`src/hw/rtl/ssbs_pkg.sv`:
```
// ----------------------------------------------------------------------------
// ssbs_pkg
// Shared types and constants of the sorted store bracket search unit.
// ----------------------------------------------------------------------------
package ssbs_pkg;

	// Store geometry
	localparam int STORE_DEPTH = 1024;
	localparam int ADDR_W      = $clog2(STORE_DEPTH);
	localparam int CNT_W       = $clog2(STORE_DEPTH + 1);
	localparam int VALUE_W     = 40;
	localparam int OP_W        = 2;

	// Operation codes
	localparam logic [OP_W-1:0] OP_APPEND = 2'd0;
	localparam logic [OP_W-1:0] OP_QUERY  = 2'd1;
	localparam logic [OP_W-1:0] OP_CLEAR  = 2'd2;

	// Input item
	typedef struct packed {
		logic [OP_W-1:0]    opcode;
		logic [VALUE_W-1:0] operand_value;
	} ssbs_cmd_t;

	// Result item
	typedef struct packed {
		logic [OP_W-1:0]    result_kind;
		logic [VALUE_W-1:0] below_value;
		logic               below_found;
		logic [VALUE_W-1:0] above_value;
		logic               above_found;
		logic               store_full;
	} ssbs_result_t;

	// Controller to datapath commands
	typedef struct packed {
		logic load;       // latch item, clear result, open search window
		logic append;     // write next free entry or flag full
		logic clear;      // empty the store
		logic probe_rd;   // read entry at window middle
		logic probe_cmp;  // compare read entry and narrow window
	} ssbs_dp_ctl_t;

	// Datapath to controller status
	typedef struct packed {
		logic [OP_W-1:0] op;
		logic            search_live;  // window not empty
		logic            probe_hit;    // probed entry equals target
	} ssbs_dp_sts_t;

endpackage

```
`src/hw/rtl/ssbs_ctrl.sv`:
```
// ----------------------------------------------------------------------------
// ssbs_ctrl
// Controller: sequences append, clear and binary search probes and raises
// the result strobe.
// ----------------------------------------------------------------------------
module ssbs_ctrl (
	input  logic                   clk,
	input  logic                   arst_n,
	input  logic                   start,
	input  ssbs_pkg::ssbs_dp_sts_t sts,
	output ssbs_pkg::ssbs_dp_ctl_t ctl,
	output logic                   busy,
	output logic                   done
);
	import ssbs_pkg::*;

	typedef enum logic [2:0] {
		ST_IDLE,
		ST_EXEC,
		ST_PROBE,
		ST_CMP,
		ST_REPLY
	} state_t;

	state_t state_q;
	logic   busy_q;
	logic   done_q;

	// State and registered outputs
	always_ff @(posedge clk or negedge arst_n) begin
		if (!arst_n) begin
			state_q <= ST_IDLE;
			busy_q  <= 1'b0;
			done_q  <= 1'b0;
		end else begin
			done_q <= 1'b0;
			case (state_q)
				ST_IDLE: begin
					if (start) begin
						state_q <= ST_EXEC;
						busy_q  <= 1'b1;
					end
				end
				ST_EXEC: begin
					if (sts.op == OP_QUERY) begin
						state_q <= ST_PROBE;
					end else begin
						state_q <= ST_REPLY;
						done_q  <= 1'b1;
					end
				end
				ST_PROBE: begin
					if (sts.search_live) begin
						state_q <= ST_CMP;
					end else begin
						state_q <= ST_REPLY;
						done_q  <= 1'b1;
					end
				end
				ST_CMP: begin
					if (sts.probe_hit) begin
						state_q <= ST_REPLY;
						done_q  <= 1'b1;
					end else begin
						state_q <= ST_PROBE;
					end
				end
				ST_REPLY: begin
					state_q <= ST_IDLE;
					busy_q  <= 1'b0;
				end
				default: begin
					state_q <= ST_IDLE;
					busy_q  <= 1'b0;
				end
			endcase
		end
	end

	// Datapath commands
	always_comb begin
		ctl           = '0;
		ctl.load      = start && !busy_q;
		ctl.append    = (state_q == ST_EXEC) && (sts.op == OP_APPEND);
		ctl.clear     = (state_q == ST_EXEC) && (sts.op == OP_CLEAR);
		ctl.probe_rd  = (state_q == ST_PROBE) && sts.search_live;
		ctl.probe_cmp = (state_q == ST_CMP);
	end

	assign busy = busy_q;
	assign done = done_q;

	// A result strobe only ever falls inside a busy transfer
	a_done_busy: assert property (@(posedge clk) disable iff (!arst_n)
		done |-> busy)
		else $error("result strobe outside busy");

	// The strobe lasts exactly one cycle
	a_done_pulse: assert property (@(posedge clk) disable iff (!arst_n)
		done |=> !done)
		else $error("result strobe longer than one cycle");

	// An accepted item makes the unit busy on the next cycle
	a_accept_busy: assert property (@(posedge clk) disable iff (!arst_n)
		(start && !busy) |=> (busy && !done))
		else $error("accepted item did not raise busy");

	// Busy drops only right after the strobe
	a_busy_fall: assert property (@(posedge clk) disable iff (!arst_n)
		$fell(busy) |-> $past(done))
		else $error("busy dropped without a result");

endmodule

```
`config.mk`:
```
export PLATFORM = sky130hd
export DESIGN_NAME = ssbs_ctrl
export DESIGN_NICKNAME = d
export VERILOG_FILES = /design/src/hw/rtl/ssbs_pkg.sv /design/src/hw/rtl/ssbs_ctrl.sv
export SDC_FILE = /design/constraint.sdc
export NUM_CORES = 1
export LEC_CHECK = 0
export BUFFER_PORTS_ARGS = -buffer_cell sky130_fd_sc_hd__buf_2
export CORE_AREA = 5 5 42 44
export DETAILED_ROUTE_END_ITERATION = 12
export DIE_AREA = 0 0 47 49
export PLACE_DENSITY_LB_ADDON = 0.25
export SLEW_MARGIN = 20
export SYNTH_ARGS = -nofsm -noshare
export SYNTH_HDL_FRONTEND = slang
export SYNTH_SLANG_ARGS = --single-unit
```
`constraint.sdc`:
```
create_clock -name clk -period 1.2 [get_ports clk]
set_clock_uncertainty 0.15 [all_clocks]
set_input_delay 0 -clock clk [delete_from_list [all_inputs] [get_ports clk]]
set_output_delay 0 -clock clk [all_outputs]
set_load 0.05 [all_outputs]
```
; Word-level counts from Yosys, hierarchy flattened
; Index checks and enable logic that the tools add are counted.
[word_totals]
ff_bits = 5
latch_bits = 0
ramBits = 0
romBits = 0
in_bits = 7
out_inout_bits = 7
n_memories = 0
[classes]
add_sub_neg = 0
multipliers = 0
n_div = 0
n_lt_le_gt_ge = 0
n_eq_ne = 6
shifts = 0
n_mux = 11
bitwise_logic = 1
reduce_logical = 9
[ops]
columns = cell, n
row1 = 2-to-1 mux 3 bit, 4
row2 = one-hot mux 3 bit (4 select lines), 1
row3 = equality test 3 x 2 -> 1 bit (second input constant), 2
row4 = logical AND 1 bit, 4
row5 = 2-to-1 mux 1 bit, 4
row6 = equality test 3 x 1 -> 1 bit (second input constant), 1
row7 = logical NOT 3 bit, 1
row8 = one-hot mux 1 bit (3 select lines), 1
row9 = OR reduction 3 bit, 1
row10 = equality test 2 x 1 -> 1 bit (second input constant), 1
row11 = equality test 2 bit (second input constant), 1
row12 = logical NOT 2 bit, 1
row13 = inequality test 2 bit (second input constant), 1
row14 = one-hot mux 1 bit (2 select lines), 1
row15 = AND reduction 2 bit, 1
row16 = logical NOT 1 bit, 1
row17 = NOT 1 bit, 1

; Longest topological paths before layout
; Gate-level depths: netlist (run 1).
[logic_depth]
depth_word = 4
mapped_depth = 3
mapped_depth_nobuf = 2

; Least setup slack after synthesis (run 1)
; OpenSTA, ideal clock, no wires.
[synth_path]
path_kind = reg-to-output
from = register state_q[2]
to = output ctl[2] in the netlist's numbering
t_arrival_ns = 2.207
path_slack_ns = -1.157
path_stages_with_launch = 3
path_cell_list = dfrtp_1 nand2b_1 nor4b_1
[synth_rtl]
columns = item, line
row1 = "start, declared", ssbs_ctrl.sv:25  ; state_t state_q;
row2 = "start signal, assigned", ssbs_ctrl.sv:32  ; state_q <= ST_IDLE;
row3 = "start signal, assigned", ssbs_ctrl.sv:40  ; state_q <= ST_EXEC;
row4 = "start signal, assigned", ssbs_ctrl.sv:46  ; state_q <= ST_PROBE;
row5 = "end, declared", ssbs_ctrl.sv:11  ; output ssbs_pkg::ssbs_dp_ctl_t ctl,

==> results by group, run 1 <==
Drt
  • DR vias: 300
  • Met2 Wirelength: 369 um
  • Met1 WL: roughly 300 um
  • DR vias/cell: 4.35
  • Residual DRC: 0
  • Antenna-violating nets left: 0
  • Post-Route WL: 744 um
  • First-pass detailed-route iteration total: 1
  • Initial DRC count: 0
  • Met3 WL: ~61 um
  • Top Layer Used: met4
  • DR WL/cell: around 11 um

STA
  • Worst setup margin: -210 ps
  • RSZ-0062 raised after global routing: true
  • Minimum clock period: between 1000 and 1500 ps
  • Final setup TNS: -774 ps
  • Hold Violations, Final: 3
  • Fin. max-slew vios: 0
  • Slew of the pin with the lowest slew margin: 291 ps
  • Period utilization: 117%
  • Slew Limit Headroom: roughly four fifths
  • WHS: -48.3 ps
  • Setup violations, final: 7
  • Fmax: 0.709 GHz

Synthesis
  • Yosys warns: 0
  • Syn Std Cell Area: 273 sq um
  • Seq/Total Area, Yosys: 45.9%
  • Syn nets: 33
  • Cell variety after synth: 18
  • Mean Syn Cell Area: 10.5 sq um
  • Post-Syn Instances: 26
  • Number of synthesized register bits: 5

Pwr
  • Leak pwr: roughly 0.27 nW
  • Net Switching: 0.667 mW
  • Total power: 1.49 mW
  • Worst vdd ir: 0.000857 V
  • Comb power frac: 64.3%
  • Internal power: 0.825 mW
  • Sequential Power Share: 22.8%
  • Switching part of the total power: 44.7%
  • PD cells: 2630 mW/mm^2
  • Clock Power Share: 12.9%

Setup path
  • CP startpoint kind: register
  • CP Max Fanout: 3
  • WP data required: between 1000 and 1500 ps
  • Critical path class: reg -> out
  • Worst flop-to-flop path startpoint: state_q[0]$_DFFE_PN0P_
  • CP Capture Type: output pin
  • Crit path from: state_q[2]$_DFFE_PN0P_
  • WP data arrival: 1260 ps

Hold path
  • Hold path startpoint: sts[1]
  • Hold/Removal Path Class: in -> reg

Layout
  • Multi-input combinational cell area: 196 sq um
  • # fillers: 143
  • ANT cells: 0
  • Design Area, Final: approximately 570 sq um
  • Fin util: 40.4%
  • Register area: 126 sq um
  • Commonest non-fill, non-tap cell in the layout: buf_2
  • Finished Layout Cells: 69
  • Layout Area Growth over Synthesis: 108%
  • Share of layout cells above drive strength 1: between 60% and 70%
  • Most frequent cells in the layout: buf_2 (8), buf_6 (6), buf_4 (6), dfrtp_1 (4), clkbuf_4 (4)
  • Final #Nets: 61

Global route
  • Largest net degree at the start of global routing: 6
  • First-pass GRT wire length: 1260 um
  • Total GRT Usage: 8.00%
  • Initial antenna violation count: 0
  • Gr ovfl total: 0
  • Via count of the first global-routing pass: roughly 310

Die
  • IO Pins: 14
  • Core area: approximately 0.0014 sq mm
  • Die ar.: 0.00230 sq mm
  • Initial Util: 19.5%
  • Chip width: 47 um
  • Num rows: 14
  • Die Y-Extent: 49 um

Placement
  • Cell Area, Placed: 454 sq um
  • GP Congestion: 0.730
  • Hpwl dp: 592 um
  • Worst slack, placed: -55.4 ps
  • I/O Buffers: 13
  • Dpl cells: just over 60

CTS
  • CTS Sinks: 5
  • Max Root-Sink Buffers: 2
  • Total CTS buffers: 3
  • H-tree Lvls: 1
  • Root Driver: clkbuf_4
  • Clock transition at path regs: ~40 ps
  • Cts hold-fix bufs: 4
  • CTS tree: yes
  • Worst skew pair latency: 240 ps

Outcome
  • Failing checks: negative hold slack, negative setup slack
  • Status: finished, violations left

Run
  • Max-Cap Viols: 0
==> synth_stat cells <==
cell type / number / area [sq um]
nor2b_1: 2 / 12.5
buf_4: 1 / 7.51
nand2b_1: 2 / 12.5
o311a_1: 1 / 10.0
inv_1: 2 / 7.51
nor4b_1: 1 / 8.76
o21a_1: 1 / 7.51
a21o_1: 1 / 7.51
and3_1: 1 / 6.26
a211oi_1: 1 / 7.51
dfrtp_1: 5 / 125
nand2_1: 1 / 3.75
nor3_1: 1 / 5.00
o31ai_1: 2 / 15.0
or4b_1: 1 / 10.0
nor3b_1: 1 / 7.51
nor3b_2: 1 / 12.5
nor4_1: 1 / 6.26
==> flip-flops by register name, summed over array words and instances (netlist names) <==
name / count
state_q: 3
busy: 1
done: 1
==> power groups by stage <==
stage,logic [mW],registers (mW),clock network (mW)
after floorplan,0.441,0.454,0
after global placement,0.852,0.331,0
after detailed placement,0.844,0.334,0
after CTS,0.932,0.338,0.202
after global routing,1.02,0.356,0.212
final,0.959,0.340,0.193
==> timing repair <==
item | CTS | global route
setup endpoints to repair | 7 | 9
gates resized for setup | 10 | 4
pin swaps | 2 | 1
endpoints found under the hold margin | 9 | 3
setup buffers | 1 | 0
==> routing by layer <==
layer	global-route usage, %	up-vias
li1	-	150
met1	8.05	139
met2	12.0	9
met3	3.32	2
met4	6.91	0
met5	0	-
==> worst max-delay path: stages (launching register included) <==
cell	delay, ps
dfrtp_1	390
nand2b_4	170
nor4b_4	260
buf_6	190
==> path summary, 6_finish.rpt <==
check                                              end  slack [ps]  cells after the start
worst min register to register        busy$_DFFE_PN0P_         420                      1
worst min-delay path            state_q[2]$_DFFE_PN0P_         -50                      3
worst max register to register          done$_DFF_PN0_         -70                      2
worst max-delay path                            ctl[2]        -210                      3
min in group asynchronous       state_q[1]$_DFFE_PN0P_         520                      3
max in group asynchronous       state_q[0]$_DFFE_PN0P_         180                      3
==> logic make-up (layout without fill, tap and decap cells) <==
logic type             Yosys count  after routing  share of synthesized area (%)
AND/OR/NAND/NOR                 12             12                           31.2
flip-flops                       5              5                           45.9
buffers and inverters            3             30                           5.51
AO/OA/AOI/OAI                    6              6                           17.4
==> area by class of cell <==
| cell class | instances | area share, % |
|---|---|---|
| multi-input combinational | 18 | 34.7 |
| timing repair buffer | 24 | 33.6 |
| sequential | 5 | 22.3 |
| clock buffer | 4 | 4.64 |
| tap | 16 | 3.53 |
| inverter | 2 | 1.32 |
(Power assumes the default switching activity.)
==> run 2: changes to the inputs <==
==> constraint.sdc (replaced) <==
create_clock -name clk -period 1.25 [get_ports clk]
set_clock_uncertainty 0.15 [all_clocks]
set_input_delay 0 -clock clk [delete_from_list [all_inputs] [get_ports clk]]
set_output_delay 0 -clock clk [all_outputs]
set_load 0.05 [all_outputs]
==> run 2 against run 1 <==
Net effect:
- the flow finishes with violations (negative setup slack)
- sequential cell count did not move
- sequential power fell by 9.4%
- combinational power rose by 18%
- routed wire length rose by 14%
- die area did not move
- hold slack improved by 130 ps
- clock power fell by 5%
- critical path type unchanged
- clock-buffer cell count did not move
- largest power group unchanged
- non-clock buffer count rose by 7
- worst setup slack improved by 52 ps
- power rose by 8.7%
- final cell count rose by 10%
==> results by group, run 2 (same netlist as run 1, synthesis figures left out) <==
Hold path
  • Hold path startpoint: sts[3]
  • Worst Hold End: done$_DFF_PN0_
  • Hold/Removal Path Class: in -> reg
  • Worst Hold Depth: 3

CTS
  • CTS tree: yes
  • CTS Sinks: 5
  • H-tree Lvls: 1
  • Root Driver: clkbuf_4
  • Max Root-Sink Buffers: 2
  • Total CTS buffers: 3
  • Worst skew pair latency: 240 ps
  • Clock transition at path regs: 40 ps

Pwr
  • PD cells: approximately 2500 mW/mm^2
  • Total power: 1.62 mW
  • Leak pwr: around 0.3 nW
  • Worst vdd ir: 0.00129 V

Die
  • Die ar.: around 0.0023 sq mm
  • Num rows: 14
  • Core area: 0.00140 sq mm
  • IO Pins: 14
  • Die Y-Extent: 49 um
  • Chip width: 47 um
  • Initial Util: between 10% and 20%

STA
  • Final setup TNS: -809 ps
  • Worst setup margin: -157 ps
  • Slew Limit Headroom: a little over four fifths
  • Fin. max-slew vios: 0
  • Period utilization: 113%
  • WHS: about 83 ps
  • Minimum clock period: 1410 ps
  • Hold Violations, Final: 0
  • RSZ-0062 raised after global routing: true
  • Setup violations, final: 7
  • Fmax: 0.711 GHz
  • Slew of the pin with the lowest slew margin: roughly 240 ps

Setup path
  • Worst R2R Path Depth: 3
  • WP data arrival: approximately 1300 ps
  • CP Capture Type: output pin
  • Worst r2r dst: done$_DFF_PN0_
  • Critical path class: reg -> out
  • CP startpoint kind: register
  • Crit path from: state_q[0]$_DFFE_PN0P_
  • WP data required: 1100 ps
  • Worst flop-to-flop path startpoint: state_q[0]$_DFFE_PN0P_
  • Flop2flop setup slack: -110 ps
  • CP Max Fanout: 3

Drt
  • First-pass detailed-route iteration total: 2
  • DR vias/cell: 4.33
  • Initial DRC count: 5
  • DR vias: approximately 330
  • DR WL/cell: 11.1 um
  • Antenna-violating nets left: 0
  • Post-Route WL: 846 um
  • Residual DRC: 0

Layout
  • Design Area, Final: 657 sq um
  • Final #Nets: 68
  • Finished Layout Cells: 76
  • Commonest non-fill, non-tap cell in the layout: buf_2
  • # fillers: 134
  • ANT cells: 0
  • Fin util: between 40% and 50%
  • Layout Area Growth over Synthesis: 141%
  • Most flop-heavy register: state_q
  • Max reg flops: 3
  • Most frequent cells in the layout: buf_2 (9), buf_6 (8), buf_4 (7), dlygate4sd3_1 (6), dfrtp_1 (4)
  • Share of layout cells above drive strength 1: 68.3%

Global route
  • Total GRT Usage: 8.12%
  • Initial antenna violation count: 0
  • Via count of the first global-routing pass: 323
  • First-pass GRT wire length: approximately 1300 um
  • Gr ovfl total: 0
  • Largest net degree at the start of global routing: 6

Placement
  • Dpl cells: 60
  • Worst slack, placed: -25.9 ps
  • Cell Area, Placed: about 440 sq um
  • GP Congestion: roughly 0.74
  • I/O Buffers: 13
  • Hpwl dp: 621 um

Outcome
  • Failing checks: negative setup slack
  • Status: finished, violations left

Run
  • Max-Cap Viols: 0
-- run 2: report_power, final --
part / internal (mW) / total, mW / switching, mW
combinational: 0.549 / 1.13 / 0.581
clock: 0.120 / 0.183 / 0.0629
sequential: 0.246 / 0.308 / 0.0626
-- run 2: worst max-delay path, cell delays in order (launching register included) --
cell	delay (ps)
dfrtp_2	370
buf_6	100
nand2b_4	70
nor4b_4	280
buf_6	190
-- run 2: timing repair --
| item | CTS | global route |
|---|---|---|
| setup endpoints to repair | 6 | 8 |
| endpoints found under the hold margin | 8 | 0 |
| resized for setup | 15 | 8 |
| pin swaps | 2 | 3 |
| buffers inserted | 0 | 6 |
| gates cloned | 0 | 0 |
| hold buffers | 6 | 0 |
-- run 2: layout make-up --
class | instances | area (sq um) | area share, %
Multi-Input combinational cell | 18 | 211 | 32.2
Inverter | 2 | 10.0 | 1.52
Sequential cell | 5 | 126 | 19.2
Timing Repair Buffer | 31 | 263 | 40.0
Clock buffer | 4 | 26.3 | 4.00
Tap cell | 16 | 20.0 | 3.05
-- run 2: how the worst max path moves through the flow --
stage / to / slack (ps)
final: ctl[2] / -160
after CTS: ctl[2] / -170
after global placement: ctl[2] / 2
after global routing: ctl[2] / -240
after detailed placement: state_q[2]$_DFFE_PN0P_ / -30
after floorplan: ctl[2] / -90
-- run 2: metal layers --
metal	global-route usage, %	wire length (um)
met4	2.76	0
met1	8.20	315
met5	0	0
met3	5.17	80
met2	13.1	449
==> run 3: changes to the inputs <==
--- a/config.mk
+++ b/config.mk
@@ -5,6 +5,7 @@
 export SDC_FILE = /design/constraint.sdc
 export NUM_CORES = 1
 export LEC_CHECK = 0
+export ABC_AREA = 1
 export BUFFER_PORTS_ARGS = -buffer_cell sky130_fd_sc_hd__buf_2
 export CORE_AREA = 5 5 42 44
 export DETAILED_ROUTE_END_ITERATION = 12
==> run 3 against run 2 <==
Net effect:
- the run still ends with negative setup slack left
- final area fell by 18%
- final cell count increased by 7.9%
- clock power decreased by 3%
- non-clock buffer count decreased by 8
- sequential share of layout area is 4.2 points higher
- worst setup slack improved by 25 ps
- global-route usage decreased by 1.1 points
- critical path depth grew 2
==> results by group, run 3 <==
Outcome
  • Failing checks: negative setup slack
  • Status: finished, violations left

Layout
  • Most frequent cells in the layout: nand2_1 (10), buf_2 (9), inv_1 (7), dlygate4sd3_1 (7), nand3_1 (5)
  • Share of layout cells above drive strength 1: 43.9%
  • Final #Nets: 74
  • Commonest non-fill, non-tap cell in the layout: nand2_1
  • Design Area, Final: roughly 540 sq um
  • ANT cells: 0
  • Most flop-heavy register: state_q
  • Layout Area Growth over Synthesis: 93.3%
  • Max reg flops: 3

Setup path
  • CP Capture Type: output pin
  • Critical-path cell list: inv_2 > nand2_2 > nor2_4 > inv_2 > nor3_4 > buf_6
  • Flop2flop setup slack: 40 ps
  • CP startpoint kind: register
  • CP Max Fanout: 3
  • Worst R2R Path Depth: 6
  • Critical path's most frequent cell: inv_2
  • Cell family with most CP delay: flip-flops
  • Worst path max stage delay: approximately 400 ps
  • WP data required: 1100 ps
  • WP data arrival: 1230 ps
  • Slowest CP cell: dfrtp_1
  • Critical path class: reg -> out
  • Worst r2r dst: busy$_DFFE_PN0P_
  • Worst flop-to-flop path startpoint: state_q[1]$_DFFE_PN0P_
  • Critical path buffers and inverters: 3

STA
  • Hold Violations, Final: 0
  • Minimum clock period: 1380 ps
  • Slew Limit Headroom: 83.2%
  • RSZ-0062 raised after global routing: true
  • WHS: 362 ps
  • Setup violations, final: 4
  • Final setup TNS: -374 ps
  • Period utilization: 111%
  • Slew of the pin with the lowest slew margin: 253 ps
  • Fin. max-slew vios: 0
  • Fmax: between 0.7 and 0.8 GHz
  • Worst setup margin: -132 ps

Synthesis
  • Cell variety after synth: 11
  • Number of synthesized register bits: 5
  • Top FF cell, synth: dfrtp_1
  • Yosys top cell area share: 44.8%
  • Fraction of registers with async set/reset: 100%
  • Top cells by count, synth: nand2_1 (10), inv_1 (9), dfrtp_1 (5), nand3_1 (5)
  • Syn Std Cell Area: 279 sq um
  • Mean Syn Cell Area: 7.15 sq um
  • Post-Syn Instances: 39
  • Count leader, synth: nand2_1
  • Area contributors post-synth: dfrtp_1 (45%), nand2_1 (13%), inv_1 (12%), nand3_1 (9.0%), nor2_2 (4.5%)
  • Cell taking the most area after synthesis: dfrtp_1
  • Post-synth EDFFs: 0
  • Syn nets: 46
  • Yosys warns: 0
  • Seq/Total Area, Yosys: 44.8%

Global route
  • Largest net degree at the start of global routing: 6
  • Via count of the first global-routing pass: 316
  • Initial antenna violation count: 0
  • Gr ovfl total: 0
  • Total GRT Usage: about 7.0%
  • First-pass GRT wire length: roughly 1200 um

Drt
  • First-pass detailed-route iteration total: 4
  • DR vias/cell: 3.94
  • Antenna-violating nets left: 0
  • Post-Route WL: 692 um
  • DR vias: 323
  • Residual DRC: 0
  • Initial DRC count: 3
  • DR WL/cell: 8.44 um

Die
  • Die Y-Extent: around 49 um
  • Chip width: roughly 47 um
  • Num rows: 14
  • IO Pins: 14
  • Initial Util: 19.9%
  • Die ar.: around 0.0023 sq mm
  • Core area: 0.00140 sq mm

CTS
  • CTS Sinks: 5
  • Max Root-Sink Buffers: 2
  • Clock transition at path regs: around 40 ps
  • Total CTS buffers: 3
  • Root Driver: clkbuf_4
  • CTS tree: yes
  • H-tree Lvls: 1
  • Worst skew pair latency: 230 ps

Hold path
  • Worst Hold Depth: 2
  • Hold/Removal Path Class: reg -> reg
  • Worst Hold End: busy$_DFFE_PN0P_
  • Hold path startpoint: busy$_DFFE_PN0P_

Placement
  • GP Congestion: 0.644
  • Hpwl dp: 552 um
  • I/O Buffers: 13
  • Cell Area, Placed: between 300 and 400 sq um
  • Worst slack, placed: 20.0 ps

Pwr
  • Worst vdd ir: roughly 0.00077 V
  • Leak pwr: 0.293 nW
  • Total power: 1.07 mW
  • PD cells: 1980 mW/mm^2

Run
  • Max-Cap Viols: 0
## run 3: power breakdown
part | switching [mW] | total, mW | internal (mW)
registers | 0.0608 | 0.290 | 0.229
clock network | 0.0566 | 0.177 | 0.120
logic | 0.396 | 0.601 | 0.205
## run 3: cells by family after synthesis
family | Yosys count | share of synthesized area (%)
AO/OA/AOI/OAI | 1 | 1.79
buffers and inverters | 9 | 12.1
flip-flops | 5 | 44.8
AND/OR/NAND/NOR | 24 | 41.3
## run 3: worst max-delay path by stage
stage                                 from      to  depth (start not counted)
floorplan           state_q[2]$_DFFE_PN0P_  ctl[2]                          5
global placement    state_q[2]$_DFFE_PN0P_  ctl[2]                          6
detailed placement  state_q[2]$_DFFE_PN0P_  ctl[3]                          6
CTS                 state_q[2]$_DFFE_PN0P_  ctl[3]                          6
global route        state_q[2]$_DFFE_PN0P_  ctl[3]                          6
finish              state_q[2]$_DFFE_PN0P_  ctl[3]                          6
## run 3: what timing repair did
| item | in CTS | in global routing |
|---|---|---|
| gates resized for setup | 10 | 4 |
| setup endpoints to repair | 4 | 4 |
| endpoints found under the hold margin | 10 | 0 |
| setup buffers | 0 | 2 |
| hold buffers | 7 | 0 |
## run 3: worst reg2reg max path, stage by stage (launching register included)
cell and delay (ps):
dfrtp_1 410, buf_4 150, nor2_1 160, nand3_1 100, nand2_1 70, nand2_1 40, nand2_1 60
## run 3: through the flow
| stage | cells | utilization [%] |
|---|---|---|
| after global placement | 69 | 27.4 |
| after detailed placement | 69 | 27.4 |
| final | 82 | 38.5 |
| after CTS | 80 | 36.1 |
| after global routing | 82 | 38.5 |
| after floorplan | 39 | - |
## run 3: cell type report
cell class	count	area (sq um)
flip-flops and latches	5	126
repair buffers	23	183
clock buffers	4	26.3
multi-input cells	25	150
inverters	9	33.8
well taps	16	20.0
fillers	151	862
## run 3: metal layers
| layer | part of all wire [%] | wire [um] | up-vias | global-route usage (%) |
|---|---|---|---|---|
| met5 | 0 | 0 | - | 0 |
| met4 | 0 | 0 | 0 | 4.15 |
| met3 | 7.4 | 51 | 0 | 2.21 |
| met2 | 55 | 381 | 7 | 11.8 |
| met1 | 37 | 259 | 144 | 7.14 |
| li1 | - | - | 172 | - |
